**src/sv/trb_pkg.sv**
```systemverilog
// Shared types and codes for the ticket reorder buffer.
`timescale 1ns / 1ps
`default_nettype none

package trb_pkg;

   // Width of the capacity register and of the reported outstanding count.
   localparam int CAP_W = 5;

   // Operation codes carried in the kind field.
   localparam logic [2:0] KIND_SUBMIT   = 3'd0;
   localparam logic [2:0] KIND_COMPLETE = 3'd1;
   localparam logic [2:0] KIND_COLLECT  = 3'd2;
   localparam logic [2:0] KIND_RESET    = 3'd3;
   localparam logic [2:0] KIND_SHUTDOWN = 3'd4;

   // Result codes.
   localparam logic [2:0] RC_OK        = 3'd0;
   localparam logic [2:0] RC_SHUT      = 3'd1;
   localparam logic [2:0] RC_FULL      = 3'd2;
   localparam logic [2:0] RC_EMPTY     = 3'd3;
   localparam logic [2:0] RC_NOT_READY = 3'd4;
   localparam logic [2:0] RC_ERROR     = 3'd5;

   // One request beat.
   typedef struct packed {
      logic [2:0]         kind;
      logic [31:0]        payload;
      logic [63:0]        ticket;
      logic signed [31:0] status_value;
   } req_type;

   // One response beat.
   typedef struct packed {
      logic [2:0]         result_code;
      logic [63:0]        issued_ticket;
      logic [31:0]        retired_payload;
      logic signed [31:0] retired_status;
      logic [CAP_W-1:0]   outstanding_count;
   } rsp_type;

   // Sequencer states.
   typedef enum logic [1:0] {
      ST_IDLE,
      ST_CHECK,
      ST_READ
   } ctl_state_type;

   // Commands from the sequencer to the datapath.
   typedef struct packed {
      logic capture;
      logic read;
      logic commit_check;
      logic commit_read;
   } trb_cmd_type;

   // Status from the datapath to the sequencer.
   typedef struct packed {
      logic needs_ram;
   } trb_status_type;

endpackage

`default_nettype wire

```
**src/sv/trb_ram.sv**
```systemverilog
// Generic single-write, single-read RAM with registered read data.
`timescale 1ns / 1ps
`default_nettype none

module trb_ram #(
   parameter int WIDTH = 8,
   parameter int DEPTH = 16
) (
   input  wire logic                     clock,
   input  wire logic                     wr_en,
   input  wire logic [$clog2(DEPTH)-1:0] wr_addr,
   input  wire logic [WIDTH-1:0]         wr_data,
   input  wire logic                     rd_en,
   input  wire logic [$clog2(DEPTH)-1:0] rd_addr,
   output logic      [WIDTH-1:0]         rd_data
);

   logic [WIDTH-1:0] mem_ff [DEPTH];
   logic [WIDTH-1:0] rd_data_ff;

   // Storage array and registered read port.
   always_ff @(posedge clock) begin
      if (wr_en) begin
         mem_ff[wr_addr] <= wr_data;
      end
      if (rd_en) begin
         rd_data_ff <= mem_ff[rd_addr];
      end
   end

   assign rd_data = rd_data_ff;

endmodule

`default_nettype wire

```
**src/sv/trb_ctrl.sv**
```systemverilog
// Sequencer for the ticket reorder buffer: request, slot read and response timing.
`timescale 1ns / 1ps
`default_nettype none

module trb_ctrl (
   input  wire logic                    clock,
   input  wire logic                    reset,
   input  wire logic                    req_valid,
   output logic                         req_ready,
   output logic                         rsp_valid,
   input  wire logic                    rsp_ready,
   input  wire trb_pkg::trb_status_type status,
   output trb_pkg::trb_cmd_type         cmd
);

   trb_pkg::ctl_state_type state_ff, state_in;
   logic rsp_valid_ff, rsp_valid_in;
   logic out_free;

   // The response register can take a new beat when empty or being drained.
   assign out_free = !rsp_valid_ff || rsp_ready;

   // Next state.
   always_comb begin
      state_in = state_ff;
      case (state_ff)
         trb_pkg::ST_IDLE: begin
            if (req_valid) begin
               state_in = trb_pkg::ST_CHECK;
            end
         end
         trb_pkg::ST_CHECK: begin
            if (status.needs_ram) begin
               state_in = trb_pkg::ST_READ;
            end else if (out_free) begin
               state_in = trb_pkg::ST_IDLE;
            end
         end
         trb_pkg::ST_READ: begin
            if (out_free) begin
               state_in = trb_pkg::ST_IDLE;
            end
         end
         default: begin
            state_in = trb_pkg::ST_IDLE;
         end
      endcase
   end

   // Outputs and commands.
   always_comb begin
      req_ready        = 1'b0;
      cmd.capture      = 1'b0;
      cmd.read         = 1'b0;
      cmd.commit_check = 1'b0;
      cmd.commit_read  = 1'b0;
      case (state_ff)
         trb_pkg::ST_IDLE: begin
            req_ready   = 1'b1;
            cmd.capture = req_valid;
         end
         trb_pkg::ST_CHECK: begin
            cmd.read         = status.needs_ram;
            cmd.commit_check = !status.needs_ram && out_free;
         end
         trb_pkg::ST_READ: begin
            cmd.commit_read = out_free;
         end
         default: begin
            req_ready = 1'b0;
         end
      endcase
   end

   // Response valid flag: set on a commit, cleared when the beat is taken.
   always_comb begin
      if (cmd.commit_check || cmd.commit_read) begin
         rsp_valid_in = 1'b1;
      end else if (rsp_ready) begin
         rsp_valid_in = 1'b0;
      end else begin
         rsp_valid_in = rsp_valid_ff;
      end
   end

   always_ff @(posedge clock) begin
      if (reset) begin
         state_ff     <= trb_pkg::ST_IDLE;
         rsp_valid_ff <= 1'b0;
      end else begin
         state_ff     <= state_in;
         rsp_valid_ff <= rsp_valid_in;
      end
   end

   assign rsp_valid = rsp_valid_ff;

endmodule

`default_nettype wire

```
**src/sv/trb_dp.sv**
```systemverilog
// Datapath for the ticket reorder buffer: counters, ring pointers, slot RAM and response register.
`timescale 1ns / 1ps
`default_nettype none

module trb_dp #(
   parameter int RING_DEPTH   = 16,
   parameter int PAYLOAD_BITS = 32
) (
   input  wire logic                        clock,
   input  wire logic                        reset,
   input  wire trb_pkg::req_type            req_data,
   input  wire trb_pkg::trb_cmd_type        cmd,
   output trb_pkg::trb_status_type          status,
   input  wire logic                        csr_wr_en,
   input  wire logic [trb_pkg::CAP_W-1:0]   csr_wr_data,
   output trb_pkg::rsp_type                 rsp_data
);

   localparam int IDX_W     = $clog2(RING_DEPTH);
   localparam int CNT_W     = $clog2(RING_DEPTH + 1);
   localparam int SLOT_BITS = (PAYLOAD_BITS < 32) ? PAYLOAD_BITS : 32;
   localparam int ENTRY_W   = SLOT_BITS + 33;
   localparam int CMP_W     = (CNT_W > trb_pkg::CAP_W) ? CNT_W : trb_pkg::CAP_W;
   localparam int DONE_BIT  = ENTRY_W - 1;

   // Registers.
   trb_pkg::req_type          req_ff, req_in;
   trb_pkg::rsp_type          rsp_ff, rsp_in;
   logic [trb_pkg::CAP_W-1:0] cap_ff, cap_in;
   logic                      shut_ff, shut_in;
   logic [63:0]               issue_ff, issue_in;
   logic [63:0]               retire_ff, retire_in;
   logic [IDX_W-1:0]          head_ff, head_in;
   logic [IDX_W-1:0]          tail_ff, tail_in;
   logic [CNT_W-1:0]          count_ff, count_in;
   logic [IDX_W-1:0]          slot_ff, slot_in;

   // Combinational signals.
   logic [63:0]      win_diff;
   logic             in_window;
   logic [IDX_W:0]   tgt_sum;
   logic [IDX_W-1:0] tgt_slot;
   logic [IDX_W-1:0] head_inc;
   logic [IDX_W-1:0] tail_inc;
   logic [CMP_W-1:0] cap_ext;
   logic [CMP_W-1:0] cnt_ext;
   logic [CMP_W-1:0] cnt_out_ext;
   logic             cap_hit;
   logic             ring_full;
   logic             wr_en;
   logic [IDX_W-1:0] wr_addr;
   logic [ENTRY_W-1:0] wr_data;
   logic [IDX_W-1:0] rd_addr;
   logic [ENTRY_W-1:0] rd_data;
   logic             rd_done;
   logic [31:0]      rd_status;
   logic [31:0]      rd_payload_ext;
   logic [2:0]       code;
   logic [63:0]      tick_out;
   logic [31:0]      pay_out;
   logic [31:0]      stat_out;

   // Ticket window check and slot of the ticket, counted from the head slot.
   assign win_diff  = req_ff.ticket - retire_ff;
   assign in_window = win_diff < 64'(count_ff);
   assign tgt_sum   = {1'b0, head_ff} + {1'b0, win_diff[IDX_W-1:0]};
   always_comb begin
      if (tgt_sum >= (IDX_W + 1)'(RING_DEPTH)) begin
         tgt_slot = IDX_W'(tgt_sum - (IDX_W + 1)'(RING_DEPTH));
      end else begin
         tgt_slot = tgt_sum[IDX_W-1:0];
      end
   end

   // Ring pointer increments with wrap at the ring depth.
   assign head_inc = (head_ff == IDX_W'(RING_DEPTH - 1)) ? '0 : head_ff + 1'b1;
   assign tail_inc = (tail_ff == IDX_W'(RING_DEPTH - 1)) ? '0 : tail_ff + 1'b1;

   // Capacity and ring occupancy checks at a common width.
   always_comb begin
      cap_ext = '0;
      cnt_ext = '0;
      cap_ext[trb_pkg::CAP_W-1:0] = cap_ff;
      cnt_ext[CNT_W-1:0]          = count_ff;
   end
   assign cap_hit   = (cap_ff != '0) && (cnt_ext >= cap_ext);
   assign ring_full = count_ff == CNT_W'(RING_DEPTH);

   // Only a complete inside the window or a collect with work pending reads a slot.
   assign status.needs_ram = !shut_ff &&
                             (((req_ff.kind == trb_pkg::KIND_COMPLETE) && in_window) ||
                              ((req_ff.kind == trb_pkg::KIND_COLLECT) && (count_ff != '0)));

   assign rd_addr = (req_ff.kind == trb_pkg::KIND_COLLECT) ? head_ff : tgt_slot;

   // Fields of the slot entry read back.
   assign rd_done   = rd_data[DONE_BIT];
   assign rd_status = rd_data[SLOT_BITS+31:SLOT_BITS];
   always_comb begin
      rd_payload_ext = '0;
      rd_payload_ext[SLOT_BITS-1:0] = rd_data[SLOT_BITS-1:0];
   end

   // Operation decode and state update.
   always_comb begin
      req_in    = cmd.capture ? req_data : req_ff;
      slot_in   = cmd.read ? tgt_slot : slot_ff;
      cap_in    = csr_wr_en ? csr_wr_data : cap_ff;
      shut_in   = shut_ff;
      issue_in  = issue_ff;
      retire_in = retire_ff;
      head_in   = head_ff;
      tail_in   = tail_ff;
      count_in  = count_ff;
      rsp_in    = rsp_ff;
      wr_en     = 1'b0;
      wr_addr   = tail_ff;
      wr_data   = '0;
      code      = trb_pkg::RC_OK;
      tick_out  = '0;
      pay_out   = '0;
      stat_out  = '0;

      if (cmd.commit_check) begin
         if (req_ff.kind == trb_pkg::KIND_SHUTDOWN) begin
            shut_in = 1'b1;
         end else if (req_ff.kind > trb_pkg::KIND_SHUTDOWN) begin
            code = trb_pkg::RC_ERROR;
         end else if (shut_ff) begin
            code = trb_pkg::RC_SHUT;
         end else begin
            case (req_ff.kind)
               trb_pkg::KIND_SUBMIT: begin
                  if (cap_hit) begin
                     code = trb_pkg::RC_FULL;
                  end else if (ring_full) begin
                     code = trb_pkg::RC_ERROR;
                  end else begin
                     // New entry: not done, status zero.
                     wr_en    = 1'b1;
                     wr_addr  = tail_ff;
                     wr_data  = {1'b0, 32'd0, req_ff.payload[SLOT_BITS-1:0]};
                     tick_out = issue_ff;
                     issue_in = issue_ff + 64'd1;
                     tail_in  = tail_inc;
                     count_in = count_ff + 1'b1;
                  end
               end
               trb_pkg::KIND_COMPLETE: begin
                  // Reached here only with the ticket outside the window.
                  code = trb_pkg::RC_ERROR;
               end
               trb_pkg::KIND_COLLECT: begin
                  // Reached here only with nothing outstanding.
                  code = trb_pkg::RC_EMPTY;
               end
               trb_pkg::KIND_RESET: begin
                  issue_in  = '0;
                  retire_in = '0;
                  head_in   = '0;
                  tail_in   = '0;
                  count_in  = '0;
               end
               default: begin
                  code = trb_pkg::RC_ERROR;
               end
            endcase
         end
      end else if (cmd.commit_read) begin
         if (req_ff.kind == trb_pkg::KIND_COMPLETE) begin
            if (rd_done) begin
               code = trb_pkg::RC_ERROR;
            end else begin
               // Keep the stored payload, record the status and mark done.
               wr_en   = 1'b1;
               wr_addr = slot_ff;
               wr_data = {1'b1, req_ff.status_value, rd_data[SLOT_BITS-1:0]};
            end
         end else begin
            if (!rd_done) begin
               code = trb_pkg::RC_NOT_READY;
            end else begin
               pay_out   = rd_payload_ext;
               stat_out  = rd_status;
               retire_in = retire_ff + 64'd1;
               head_in   = head_inc;
               count_in  = count_ff - 1'b1;
            end
         end
      end

      cnt_out_ext = '0;
      cnt_out_ext[CNT_W-1:0] = count_in;
      if (cmd.commit_check || cmd.commit_read) begin
         rsp_in.result_code       = code;
         rsp_in.issued_ticket     = tick_out;
         rsp_in.retired_payload   = pay_out;
         rsp_in.retired_status    = stat_out;
         rsp_in.outstanding_count = cnt_out_ext[trb_pkg::CAP_W-1:0];
      end
   end

   // Control state with reset.
   always_ff @(posedge clock) begin
      if (reset) begin
         cap_ff    <= '0;
         shut_ff   <= 1'b0;
         issue_ff  <= '0;
         retire_ff <= '0;
         head_ff   <= '0;
         tail_ff   <= '0;
         count_ff  <= '0;
      end else begin
         cap_ff    <= cap_in;
         shut_ff   <= shut_in;
         issue_ff  <= issue_in;
         retire_ff <= retire_in;
         head_ff   <= head_in;
         tail_ff   <= tail_in;
         count_ff  <= count_in;
      end
   end

   // Payload registers.
   always_ff @(posedge clock) begin
      req_ff  <= req_in;
      rsp_ff  <= rsp_in;
      slot_ff <= slot_in;
   end

   // Slot store: done flag, status and payload of each ring entry.
   trb_ram #(
      .WIDTH (ENTRY_W),
      .DEPTH (RING_DEPTH)
   ) u_slot_ram (
      .clock   (clock),
      .wr_en   (wr_en),
      .wr_addr (wr_addr),
      .wr_data (wr_data),
      .rd_en   (cmd.read),
      .rd_addr (rd_addr),
      .rd_data (rd_data)
   );

   assign rsp_data = rsp_ff;

   // The outstanding count never exceeds the ring depth.
   a_count_bound : assert property (@(posedge clock) disable iff (reset)
      count_ff <= CNT_W'(RING_DEPTH))
      else $error("outstanding count beyond ring depth");

   // An empty ring has its head and tail on the same slot.
   a_empty_ptrs : assert property (@(posedge clock) disable iff (reset)
      (count_ff == '0) |-> (head_ff == tail_ff))
      else $error("empty ring with head and tail apart");

   // Shutdown is sticky until reset.
   a_shut_sticky : assert property (@(posedge clock) disable iff (reset)
      shut_ff |=> shut_ff)
      else $error("shutdown flag cleared");

   // A slot read and a commit never fall in the same cycle.
   a_read_commit : assert property (@(posedge clock) disable iff (reset)
      cmd.read |-> !(cmd.commit_check || cmd.commit_read))
      else $error("slot read issued together with a commit");

endmodule

`default_nettype wire

```
**src/sv/ticket_reorder_buffer.sv**
```systemverilog
// Top level of the ticket reorder buffer.
//
// Requests arrive on the req_ channel (valid/ready), one operation per beat:
// submit, complete, collect, reset or shutdown. Each request produces exactly one
// response beat on the rsp_ channel, carrying the result code, the issued ticket,
// the retired payload and status, and the outstanding count after the operation.
// A request is taken only while the sequencer is idle. Any operation that needs no
// slot read loads the response register from the check state; a complete inside
// the ticket window or a collect of a non-empty ring first passes the read state,
// for the registered read of the slot RAM. The next request is accepted in the
// cycle after the response is loaded, so a new request is never taken before the
// current one is committed.
// The response register holds one beat; if the receiver stalls, the block may
// finish the next operation up to its commit and then waits there for space.
// csr_wr_en writes the capacity limit (zero means only the ring depth limits);
// write it only while the block is idle.
// Synchronous reset empties the ring, zeroes both ticket counters, clears the
// shutdown flag and the capacity limit. No clearing pass is needed.
`timescale 1ns / 1ps
`default_nettype none

module ticket_reorder_buffer #(
   parameter int RING_DEPTH   = 16,
   parameter int PAYLOAD_BITS = 32
) (
   input  wire logic                      clock,
   input  wire logic                      reset,
   input  wire logic                      req_valid,
   output logic                           req_ready,
   input  wire trb_pkg::req_type          req_data,
   output logic                           rsp_valid,
   input  wire logic                      rsp_ready,
   output trb_pkg::rsp_type               rsp_data,
   input  wire logic                      csr_wr_en,
   input  wire logic [trb_pkg::CAP_W-1:0] csr_wr_data
);

   trb_pkg::trb_cmd_type    cmd;
   trb_pkg::trb_status_type status;

   // Sequencer.
   trb_ctrl u_ctrl (
      .clock     (clock),
      .reset     (reset),
      .req_valid (req_valid),
      .req_ready (req_ready),
      .rsp_valid (rsp_valid),
      .rsp_ready (rsp_ready),
      .status    (status),
      .cmd       (cmd)
   );

   // Datapath.
   trb_dp #(
      .RING_DEPTH   (RING_DEPTH),
      .PAYLOAD_BITS (PAYLOAD_BITS)
   ) u_dp (
      .clock       (clock),
      .reset       (reset),
      .req_data    (req_data),
      .cmd         (cmd),
      .status      (status),
      .csr_wr_en   (csr_wr_en),
      .csr_wr_data (csr_wr_data),
      .rsp_data    (rsp_data)
   );

endmodule

`default_nettype wire
```
**config.mk**
```make
export PLATFORM = sky130hd
export DESIGN_NAME = ticket_reorder_buffer
export DESIGN_NICKNAME = d
export VERILOG_FILES = /design/src/sv/trb_pkg.sv /design/src/sv/trb_ram.sv /design/src/sv/trb_ctrl.sv /design/src/sv/trb_dp.sv /design/src/sv/ticket_reorder_buffer.sv
export SDC_FILE = /design/constraint.sdc
export NUM_CORES = 2
export LEC_CHECK = 0
export BUFFER_PORTS_ARGS = -buffer_cell sky130_fd_sc_hd__buf_2
export CAP_MARGIN = 20
export CORE_MARGIN = 8
export CORE_UTILIZATION = 62
export CTS_CLUSTER_DIAMETER = 200
export DETAILED_ROUTE_END_ITERATION = 10
export PLACE_DENSITY = 0.8
export SLEW_MARGIN = 5
export SYNTH_ARGS = -nofsm -noshare
export SYNTH_HDL_FRONTEND = slang
export SYNTH_SLANG_ARGS = --single-unit
```
**constraint.sdc**
```tcl
create_clock -name clock -period 10.5 [get_ports clock]
set_input_delay 1.575 -clock clock [delete_from_list [all_inputs] [get_ports clock]]
set_output_delay 1.575 -clock clock [all_outputs]
set_load 0.03 [all_outputs]
```
Yosys cells after proc, flatten, opt, wreduce, memory -nomap -nowiden
Memory sizes are Yosys's and may differ from the RTL's. A register that Yosys moved wholly into a read port is not among the register bits.
Cells that the tools add are included.
Cells by class
  bitwise operators: 7
  $add $sub $neg: 9
  $lt $le $gt $ge: 4
  eq/ne operators: 17
  reductions and logical operators: 24
  multiplexer cells: 83
Operators with widths (number)
  $mux W64: 10
  $mux W65: 9
  $add A64 B1 Y64 const B: 2
  $pmux W64 S2: 1
  $mux W4: 18
  $lt A64 B5 Y1: 1
  $sub A64 B64 Y64: 1
  $mux W5: 9
  $mux W32: 1
  $mux W3: 10
  $mux W1: 17
  $ne A2 B2 Y1 const B: 7
  $reduce_and A7 Y1: 2
  $pmux W5 S2: 1
  $reduce_bool A5 Y1: 2
  $pmux W3 S3: 1
  $add A4 B1 Y4 const B: 2
  $eq A4 B4 Y1 const B: 2
  $mux W2: 4
  $pmux W4 S2: 1
  $reduce_bool A2 Y1: 4
  $not A1 Y1: 7
  $reduce_or A7 Y1: 1
  $eq A3 B2 Y1 const B: 2
  21 further kinds: 29
Word-level totals
  memory bits (writable): 1040
  word-level logic and storage cells: 164
  register bits after elaboration: 421
  output and inout bits: 138
  memories kept: 1
  input port bits: 141
Memory list
  u_dp.u_slot_ram.mem_ff: words 16, width 65, read ports 1, clocked after Yosys merged registers in 1, write ports 1, RTL line trb_ram.sv:18  | logic [WIDTH-1:0] mem_ff [DEPTH];

Logic depth before layout (Yosys ltp)
  depth in word-level cells: 11
  mapped depth: 17
  gate-level depth less buffers: 17

Modules after synthesis
Synthesis repeated with hierarchy kept, for this count alone.
Second synthesis, totals
  cells, all modules: 3768
  area total of the unflattened synthesis: 62248.5 µm²
By module, submodules not included
  trb_ram: times used 1, seq. area each 33181.8 µm², area each 40894.2 µm², cells an instance 1673
  trb_dp: times used 1, seq. area each 11080.6 µm², area each 21190.3 µm², cells an instance 2076
  trb_ctrl: times used 1, seq. area each 60.1 µm², area each 163.9 µm², cells an instance 19

Least setup slack after synthesis
OpenSTA, ideal clock, no wires.
  kind: register to register
  from: register u_dp.retire_ff[0]
  to: register u_dp.rsp_ff, in the netlist u_dp.rsp_data[0], enable pin
  setup time: 1.172 ns
  cell stages (with the launch flop): 16
  required time: 9.328 ns
  data arrival time: 6.129 ns
  clock period less this slack: 7.301 ns
  buffers on the path: 0
  path slack: 3.199 ns
  cell sequence: dfxtp_1 ha_1 fa_1 nand2b_1 a211o_1 a2111oi_0 a211oi_2 o311a_1 o21bai_1 a21oi_1 xnor2_1 or4_4 nor4_4 nor2b_1 nand2_1 nand2_1
On the way
  longest elaborated chain between the ends: 9
Ends and longest elaborated chain
  from (decl): RTL line trb_dp.sv:32  | logic [63:0] retire_ff, retire_in;
  from (signal assigned): RTL line trb_dp.sv:217  | retire_ff <= retire_in;
  $sub A64 B64 Y64: RTL line trb_dp.sv:64  | assign win_diff = req_ff.ticket - retire_ff;
  $lt A64 B5 Y1: RTL line trb_dp.sv:65  | assign in_window = win_diff < 64'(count_ff);
  $logic_and A1 B1 Y1: RTL line trb_dp.sv:91  | (((req_ff.kind == trb_pkg::KIND_COMPLETE) && in_window) ||
  $logic_or A1 B1 Y1: RTL line trb_dp.sv:91
  $logic_and A1 B1 Y1: RTL line trb_dp.sv:90  | assign status.needs_ram = !shut_ff &&
  $logic_not A1 Y1: RTL line trb_ctrl.sv:64  | cmd.commit_check = !status.needs_ram && out_free;
  $logic_and A1 B1 Y1: RTL line trb_ctrl.sv:64
  $mux W2: RTL line trb_ctrl.sv:57  | case (state_ff)
  $logic_or A1 B1 Y1: RTL line trb_dp.sv:194  | if (cmd.commit_check || cmd.commit_read) begin
  to (signal assigned): RTL line trb_dp.sv:227  | rsp_ff <= rsp_in;
  to (decl): RTL line trb_dp.sv:28  | trb_pkg::rsp_type rsp_ff, rsp_in;
No other way between the ends.
A chain may end at the register's enable or synchronous reset.

==> reports/metrics.yaml <==
synthesis:
  synth.distinct_cells: 84
  synth_most_common_cell: "edfxtp_1"
  synth-compound-area-share_pct: 12.14
  synthCells: 5012
  synth.largest_area_cell: "edfxtp_1"
  yosysWarningCount: 0
  synth-simple-area-share_pct: 12.60
  synth_top_area_share_pct: 64.17
  avgSynthCellArea_um2: 12.85
  synthMuxAreaShare_pct: 0.2876
  ys_seq_elements: 1526
  synth_xor_area_share_pct: 2.027
  synth_async_sr_flop_share_pct: 0
  netlist_top_cells_area: "edfxtp_1, dfxtp_1, nand2_1"
  synth_top_family_by_area: "simple AND/OR/NAND/NOR gates"
  ys_dominant_reg_cell: "edfxtp_1"
  yosys-top-cells-count: "edfxtp_1, nand2_1, and2_1"
  ys_seq_area_share_pct: 68.84
  synthAdderAreaFrac_pct: 1.675
  netlist_area_um2: 64390
  synth_nets: 5238
  synth-edff-count: 1376
place:
  finalWeightedCongestion: 0.9751
  hpwlAfterDp_mm: 94.35
  port_buffers: 278
  dpl_cell_area_um2: 67010
floorplan:
  start_util_pct: 62.39
  fp.coreArea_um2: 103200
  dieHeight_um: 338.3
  rows: 118
  num_io_pins: 279
  die_area_um2: 114400
  die_w_um: 338.3
layout:
  fin_util_pct: 69.74
  multi_input_area_um2: 18710
  syn2layout_area_growth_pct: 11.78
  drive_gt1_share_pct: 11.38
  regArea_um2: 44320
  nFillCells: 6867
  final_cell_area_um2: 71970
  finalNetCount: 5420
clock_tree:
  path_clk_slew_ps: 60
  cts_sinks: 1526
  holdBufCountCts: 0
  ctsResizeCount: 0
  cts_buffers: 150
  clk_path_buf_depth: 3
  cts.htree.levels: 4
  clk_latency_ps: 780
  post_cts_buffers: 0
  cts_tree: "built"
  cts-root-buf: "clkbuf_16"
worst_hold_path:
  min_path_cells: 1
  hold_start: "u_ctrl.state_ff[1]"
  hp-class: "reg -> reg"
  whs_endpoint: "u_ctrl.state_ff[0]"
sta:
  fin_crit_ps: 6956
  finalSetupTns_ps: 0
  worst_pin_slew_ps: 1169
  setup_viol: 0
  min_period_over_period_pct: 66.24
  slew_violations: 0
  finClkSkew_ps: 47.50
  hold_viol: 0
  max_slew_margin_pct: 22.06
  max_freq_mhz: 143.8
  rsz0062_at_grt: "no"
detailed_routing:
  drc_errors: 0
  wirelength_mm: 165.8
  vias_per_cell: 6.380
  drt_iter0_drc: 5023
  via_count: 42740
  postRouteAntennaNets: 0
  firstDrtPassIters: 6
  avgRoutedWirePerCell_um: 24.75
global_route:
  grt_start_max_net_pins: 228
  overflow: 0
  antenna_found_initial: 5
  grt_pass1_wl_mm: 247.9
  grt_use_total_pct: 27.93
  grt_pass1_vias: 41411
critical_path:
  cpPeakStageDelay_ps: 940
  worstReg2RegEnd: "u_dp.u_slot_ram.rd_data[4]"
  worstSetupPathType: "reg -> reg"
  crit_required_ps: 10880
  cp_slowest_cell: "nor4b_1"
  worst_r2r_path_depth: 16
  worst_ep_arrival_time_ps: 7340
  endpoint_kind: "flip-flop"
  rrSetupSlack_ps: 3540
  critPathLaunchType: "flip-flop"
  path_cells: "ha_1, fa_1, nand2b_1, a21oi_1, xor2_1, ha_1, nor4b_1, o2111ai_1, a311oi_1, nand4_1, nor4_1, nand4_1, nor4_4, nor2b_1, nor2_4, buf_4"
  rr_startpoint: "u_dp.retire_ff[0]"
  worst-path-max-fanout: 45
power:
  ir_worst_vdd_v: 0.0001678
  powerDensity_nw_per_um2: 178.6
  p_leak_uw: 0.02455
run:
  cap_violations: 0
outcome:
  status: "finished clean"
registers in the layout, indices dropped and copies added (netlist names):
signal	cells
u_dp.u_slot_ram.rd_data	65
u_ctrl.state_ff	2
u_dp.shut_ff	1
u_dp.retire_ff	64
u_ctrl.rsp_valid	1
u_dp.u_slot_ram.mem_ff	1040
u_dp.cap_ext	5
u_dp.req_ff	131
u_dp.slot_ff	4
u_dp.rsp_data	136
u_dp.issue_ff	64
u_dp.tail_ff	4
u_dp.cnt_ext	5
u_dp.head_ff	4
worst max-delay path, delay by kind of cell (launching register included):
| family | cells | cell delay (ps) |
|---|---|---|
| compound gates | 3 | 990 |
| xor+xnor | 1 | 140 |
| fa+ha+maj | 3 | 920 |
| buf+inv | 1 | 830 |
| flops | 1 | 350 |
| simple gates | 8 | 3270 |
cells in the final DEF, fill, tap and decap left out, drive strengths merged, types with 16 or more instances in the layout:
cell type  Yosys  layout
xnor2         97      97
a21o          22      22
nand3         59      59
a31oi        152     152
clkinv         0      58
dfxtp        150     150
buf           40     337
clkbuf       267     194
and3          27      27
inv           99     105
nor4          27      27
a311oi       137     137
nand2        711     711
a22o          32      32
a211oi       333     333
mux2i         17      17
nor3          50      50
nand4         53      53
nor2         246     246
and2         419     419
o21a          19      19
edfxtp      1376    1376
ha            83      83
xor2          52      52
nand2b        16      16
o21ai        105     105
a21oi        263     263
or3           32      32
layout make-up:
| class | count | share of cell area [%] |
|---|---|---|
| Sequential cell | 1526 | 61.58 |
| Antenna cell | 4 | 0.01391 |
| Clock inverter | 79 | 1.160 |
| Timing Repair Buffer | 337 | 2.681 |
| Tap cell | 1380 | 2.399 |
| Inverter | 99 | 0.5163 |
| Multi-Input combinational cell | 3080 | 26.00 |
| Clock buffer | 194 | 5.648 |
metrics by stage:
step | hold WS, ps | cells | setup slack (ps) | total power (µW)
finish | 476.0 | 6699 | 3544 | 12850
global route | 507.6 | 6696 | 3349 | 13200
CTS | 474.4 | 6693 | 3543 | 12890
detailed placement | 465.1 | 6420 | 3573 | 7628
global placement | 446.5 | 6420 | 3488 | 7615
floorplan | 429.5 | 5012 | 3199 | 7367
worst max-delay path by stage:
stage,startpoint,end,slack (ps),cells past startpoint
after floorplan,u_dp.retire_ff[0],u_dp.rsp_data[0],3200,15
after global placement,u_dp.req_ff[32],u_dp.u_slot_ram.rd_data[21],3490,17
after detailed placement,u_dp.retire_ff[0],u_dp.u_slot_ram.rd_data[21],3570,16
after CTS,u_dp.retire_ff[0],u_dp.u_slot_ram.rd_data[34],3540,16
after global routing,u_dp.retire_ff[0],u_dp.u_slot_ram.rd_data[9],3350,16
final,u_dp.retire_ff[0],u_dp.u_slot_ram.rd_data[4],3540,16
metal layers:
metal  routed length (µm)  global-route usage (%)  vias to the layer above
met2                78910                   45.10                     2262
met5                   13                       0                        -
li1                     -                       -                    19155
met1                65670                   37.94                    20977
met4                 6019                   11.09                        2
met3                15200                   4.901                      344
power breakdown:
part	internal, µW	leakage (µW)	switching (µW)
clock	3070	0.00239	2260
sequential	6620	0.0151	25.5
combinational	268	0.00706	614
total	9950	0.0245	2900
logic make-up after synthesis:
kind of cell | Yosys count
AND/OR/NAND/NOR | 1684
flip-flops | 1526
AO/OA/AOI/OAI | 1144
buffers and inverters | 406
XOR/XNOR | 149
adder cells (fa/ha/maj) | 85
multiplexers | 18
No activity file was read; power rests on OpenSTA's default activity.
